[src/hdl/bm25_pkg.sv]
// Package with the types, constants and the logarithm table of the BM25 scorer.
package bm25_pkg;

  localparam int unsigned CountBits = 24;
  localparam int unsigned FreqBits  = 16;
  localparam int unsigned LogTableSize = 256;
  localparam int unsigned LogIdxBits = $clog2(LogTableSize);
  localparam logic [31:0] Ln2Q32 = 32'd2977044472;

  // Configuration register indexes.
  localparam logic [1:0] RegDocCount = 2'd0;
  localparam logic [1:0] RegAvgLen   = 2'd1;
  localparam logic [1:0] RegK1       = 2'd2;
  localparam logic [1:0] RegB        = 2'd3;

  typedef struct packed {
    logic [FreqBits-1:0]  term_freq;
    logic [CountBits-1:0] doc_freq;
    logic [CountBits-1:0] doc_len;
    logic                 last_term;
  } term_t;

  typedef struct packed {
    logic signed [31:0] score;
    logic               saturated;
  } result_t;

  typedef struct packed {
    logic [CountBits-1:0] doc_count;
    logic [39:0]          avg_doc_length;
    logic [15:0]          k1_gain;
    logic [16:0]          b_weight;
  } cfg_t;

  // Datapath operations issued by the controller.
  typedef enum logic [3:0] {
    OpLoad   = 4'd0,
    OpLnNum  = 4'd1,
    OpLnDen  = 4'd2,
    OpDivRat = 4'd3,
    OpLenMul = 4'd4,
    OpDenMul = 4'd5,
    OpDivTf  = 4'd6,
    OpTerm   = 4'd7,
    OpAccum  = 4'd8,
    OpTermHi = 4'd9,
    OpNone   = 4'd15
  } op_e;

  typedef struct packed {
    op_e  op;
    logic start;
    logic div_step;
    logic clear;
  } dp_cmd_t;

  typedef struct packed {
    logic div_done;
    logic last;
  } dp_status_t;

  // One table entry ln(1+i/SIZE) in Q0.32, via the atanh series.
  function automatic logic [33:0] ln_entry(input int unsigned i);
    logic [63:0] z, z2, pw, acc;
    z   = (64'(i) << 32) / 64'(2 * LogTableSize + i);
    z2  = (z * z) >> 32;
    pw  = z;
    acc = '0;
    for (int k = 0; k < 16; k++) begin
      acc = acc + pw / 64'(2 * k + 1);
      pw  = (pw * z2) >> 32;
    end
    return 34'(2 * acc);
  endfunction

  typedef logic [33:0] ln_rom_t [LogTableSize+1];

  function automatic ln_rom_t build_ln_rom();
    ln_rom_t r;
    for (int unsigned i = 0; i <= LogTableSize; i++) begin
      r[i] = ln_entry(i);
    end
    return r;
  endfunction

  localparam ln_rom_t LnRom = build_ln_rom();

endpackage

[src/hdl/bm25_ctrl.sv]
// Controller state machine sequencing one term through the datapath.
module bm25_ctrl import bm25_pkg::*; (
  input  logic       clk_i,
  input  logic       rst_ni,
  input  logic       in_valid_i,
  output logic       in_ready_o,
  output logic       out_valid_o,
  input  logic       out_ready_i,
  input  dp_status_t status_i,
  output dp_cmd_t    cmd_o
);

  typedef enum logic [9:0] {
    StIdle  = 10'b0000000001,
    StLnNum = 10'b0000000010,
    StLnDen = 10'b0000000100,
    StDivR  = 10'b0000001000,
    StLenM  = 10'b0000010000,
    StDenM  = 10'b0000100000,
    StDivT  = 10'b0001000000,
    StTerm  = 10'b0010000000,
    StTermH = 10'b0100000000,
    StAcc   = 10'b1000000000
  } state_e;

  state_e state_q, state_d;
  logic   out_valid_q, out_valid_d;

  // The next item may enter once the result register can take its outcome.
  assign in_ready_o  = (state_q == StIdle) && !out_valid_q;
  assign out_valid_o = out_valid_q;

  always_comb begin
    state_d     = state_q;
    out_valid_d = out_valid_q && !out_ready_i;
    cmd_o       = '{op: OpNone, start: 1'b0, div_step: 1'b0, clear: 1'b0};
    unique case (state_q)
      StIdle: begin
        if (in_valid_i && in_ready_o) begin
          cmd_o.op = OpLoad;
          state_d  = StLnNum;
        end
      end
      StLnNum: begin
        cmd_o.op = OpLnNum;
        state_d  = StLnDen;
      end
      StLnDen: begin
        cmd_o.op    = OpLnDen;
        cmd_o.start = 1'b1;
        state_d     = StDivR;
      end
      StDivR: begin
        cmd_o.op       = OpDivRat;
        cmd_o.div_step = 1'b1;
        if (status_i.div_done) begin
          state_d = StLenM;
        end
      end
      StLenM: begin
        cmd_o.op = OpLenMul;
        state_d  = StDenM;
      end
      StDenM: begin
        cmd_o.op    = OpDenMul;
        cmd_o.start = 1'b1;
        state_d     = StDivT;
      end
      StDivT: begin
        cmd_o.op       = OpDivTf;
        cmd_o.div_step = 1'b1;
        if (status_i.div_done) begin
          state_d = StTerm;
        end
      end
      StTerm: begin
        cmd_o.op = OpTerm;
        state_d  = StTermH;
      end
      StTermH: begin
        cmd_o.op = OpTermHi;
        state_d  = StAcc;
      end
      StAcc: begin
        cmd_o.op    = OpAccum;
        cmd_o.clear = status_i.last;
        out_valid_d = status_i.last;
        state_d     = StIdle;
      end
      default: state_d = StIdle;
    endcase
  end

  always_ff @(posedge clk_i or negedge rst_ni) begin
    if (!rst_ni) begin
      state_q     <= StIdle;
      out_valid_q <= 1'b0;
    end else begin
      state_q     <= state_d;
      out_valid_q <= out_valid_d;
    end
  end

endmodule

[config.mk]
export PLATFORM = sky130hd
export DESIGN_NAME = bm25_ctrl
export DESIGN_NICKNAME = d
export VERILOG_FILES = /design/src/hdl/bm25_pkg.sv /design/src/hdl/bm25_ctrl.sv
export SDC_FILE = /design/constraint.sdc
export NUM_CORES = 1
export LEC_CHECK = 0
export ABC_AREA = 1
export BUFFER_PORTS_ARGS = -buffer_cell sky130_fd_sc_hd__buf_2
export CORE_UTILIZATION = 35
export CTS_BUF_LIST = sky130_fd_sc_hd__clkbuf_16
export CTS_CLUSTER_DIAMETER = 200
export DETAILED_ROUTE_END_ITERATION = 10
export HOLD_SLACK_MARGIN = 0.1
export SYNTH_ARGS = -nofsm -noshare
export SYNTH_HDL_FRONTEND = slang
export SYNTH_SLANG_ARGS = --single-unit
[constraint.sdc]
create_clock -name clk_i -period 3.4 [get_ports clk_i]
set_input_delay 0.17 -clock clk_i [delete_from_list [all_inputs] [get_ports clk_i]]
set_output_delay 0.17 -clock clk_i [all_outputs]
set_load 0.005 [all_outputs]
==> metrics.txt <==
largest net degree at the start of global routing=12; top-area cell type share of the netlist area=30.82%; maximum vdd drop=approximately 0.30 mV; Critical R2R Capture=state_q[3]$_DFFE_PN0P_; total power=746.0 uW; reg2reg path depth=9; Die X-Extent=roughly 50 um; Core Footprint=~2200 sq um; Synthesized Nets=between 100 and 150; Clock transition at path regs=about 0.040 ns; vias in the first global route=~650; unrepaired setup endpoints after global routing=false; CP max stage delay=approximately 0.39 ns; Synth cell types=18; die area=about 2500 sq um; register bit total from synthesis=11; Reg2Reg Launch Point=state_q[6]$_DFFE_PN0P_; Primary FF master, synth=dfrtp_1; post-route cell area=around 1000 sq um; period utilization=between 50 and 60%; multi-input logic area=452.9 sq um; drt initial violations=6; Routed Antenna Nets=0; PostCTS Resize Cnt=0; Synthesis Warnings=0; clk_lat worst skew=0.24 ns; power per cell area=between 700 and 800 nW/um^2; initial antenna violation count=0; WP data arrival=roughly 1.6 ns; GRT Util Overall=~16%; Avg Inst Size Synth=7.186 sq um; CP cell instances=nor2_2 > nand2_1 > inv_1 > nand2_1 > nand2_1 > nor2_2 > nand2_1 > nand3_1 > buf_2; worst clock skew=between 0.001 and 0.0015 ns; Avg Vias per Cell=4.475; most frequent CP cell=nand2_1; fraction of layout instances using a drive strength above 1=31.82%; CTS Buf Count=3; Ports=15; worst-margin pin slew=0.2980 ns; clock sink count=11; Gate Count Post-Synth=about 110; register area=~280 sq um; Int Pwr=between 400 and 500 uW; Crit Path Category=reg -> out; clock network power share=between 20% and 30%; GRT overflow=0; sequential area share after synthesis=about 34%; status=finished, final reports clean; standard-cell rows=17; Clock Tree Buf Depth=2; Seq pwr share=22.9%; min cycle time layout=1.783 ns; worst hold path class=in -> reg; routability cong.=between 0.8 and 0.9; routed len/inst=10.74 um; sw frac=39.71%; flop-to-flop setup slack=between 2 and 2.5 ns; starting density of the core=about 37%; HPWL Detailed=about 1.4 mm; Post-DP Area=between 900 and 1000 sq um; Final Hold Vio Count=0; hold path start=out_ready_i; achievable frequency=roughly 0.56 GHz; worst-path fanout max=4; Hold Path End=out_valid_o$_DFF_PN0_; Post-synth EDFFs=0; relative slew slack=between 80 and 90%; final setup TNS=0 ns; area leader, netlist=dfrtp_1; final setup violation count=0; top-count cell post-synth=nand2_1; Fillers=224; commonest cells in the netlist=nand2_1, inv_1, nor2_1, dfrtp_1, nor2_2; ant diodes=0; hold_buf cts=1; Die Y=roughly 50 um; Post-CTS Setup Bufs=0; CTS tree=yes; crit end category=primary output; P_leak=just under 0.0007 uW; vias=slightly above 700; Slew Viols, Final=0; 1st-pass router iterations=4; fin nets=139; top post-synthesis cells by area=dfrtp_1, nand2_1, inv_1; Post-synth ARST share=100.0%; first-pass GRT wire length=between 2 and 3 mm; mapped cell area=about 800 sq um; DRC=0; IO buf count=14; drt total wl=around 1.7 mm; required time worst endpoint=around 3.2 ns; CP max-delay cell=dfrtp_1; Comb pwr share=between 40 and 50%; P&R area growth vs syn=23.88%; CTS Root Cell=clkbuf_16; Hold Path Stages=3; max cap viols=0; Worst setup SP type=flip-flop; sw power=296.2 uW; H-tree depth=1
[placed cells by master (no fill, tap or decap)]
master,Yosys,routed
nand2_4,6,6
nor2_1,16,16
inv_2,1,1
dlygate4sd3_1,0,1
inv_1,21,22
o21ai_1,2,2
nand3b_4,1,1
buf_2,0,14
nand2_1,33,33
nand2_2,3,3
nor2_4,3,3
nand3_1,3,3
clkbuf_16,0,3
o211ai_4,1,1
nand3_2,1,1
nor2_2,7,7
and2_4,1,1
dfrtp_1,10,10
nand4_1,2,2
nand3b_1,1,1
dfstp_2,1,1
[kinds of logic after synthesis]
family | Yosys count | share of synthesized area [%]
and+or+nand+nor | 77 | 51.93
buffers and inverters | 22 | 10.17
AOI/OAI and AO/OA | 3 | 3.852
DFF | 11 | 34.05
[worst max-delay path: cells and delay by family, from the launching register on]
family	cells	cell delay (ns)
AND/OR/NAND/NOR	7	0.68
flip-flops	1	0.39
buffers and inverters	2	0.30
[final cells by class]
| class | count | share of cell area (%) |
|---|---|---|
| multi-input cells | 80 | 45.03 |
| flip-flops and latches | 11 | 27.49 |
| inverters | 22 | 8.209 |
| repair buffers | 15 | 7.960 |
| clock buffers | 3 | 7.463 |
| well taps | 28 | 3.483 |
| clock inverters | 1 | 0.3731 |
[state kept, by name, indices dropped and copies added, names as in the netlist]
register / count
state_q: 10
out_valid_o: 1
[stage by stage]
stage | hold WS [ns] | instances | worst slack [ns] | utilization (%)
after floorplan | -0.1256 | 113 | 2.044 | -
after global placement | 0.06278 | 155 | 1.872 | 41.86
after detailed placement | 0.06193 | 155 | 1.868 | 41.86
after CTS | 0.1911 | 160 | 1.607 | 45.92
after global routing | 0.2180 | 160 | 1.437 | 45.92
final | 0.1921 | 160 | 1.617 | 45.92
[worst max-delay path by stage]
stage | slack [ns] | startpoint | to
2_1_floorplan | 2.04 | state_q[0]$_DFFE_PN1P_ | cmd_o[3]
3_3_place_gp | 1.87 | state_q[6]$_DFFE_PN0P_ | cmd_o[4]
3_5_place_dp | 1.87 | state_q[9]$_DFFE_PN0P_ | cmd_o[3]
4_1_cts | 1.61 | state_q[9]$_DFFE_PN0P_ | cmd_o[4]
5_1_grt | 1.44 | state_q[9]$_DFFE_PN0P_ | cmd_o[5]
6_report | 1.62 | state_q[9]$_DFFE_PN0P_ | cmd_o[4]
[power groups by stage]
| stage | Combinational, uW | Sequential (uW) | Clock [uW] |
|---|---|---|---|
| after floorplan | 263 | 169 | 0 |
| after global placement | 355 | 171 | 0 |
| after detailed placement | 360 | 173 | 0 |
| after CTS | 362 | 171 | 219 |
| after global routing | 401 | 174 | 229 |
| final | 359 | 171 | 216 |
[routing by layer]
metal	share of wire [%]	up-vias	track usage [%]
li1	-	371	-
met1	50	324	20.57
met2	43	16	25.78
met3	3.8	5	2.727
met4	2.7	0	10.00
met5	0	-	0
No activity file was read; power rests on OpenSTA's default activity.
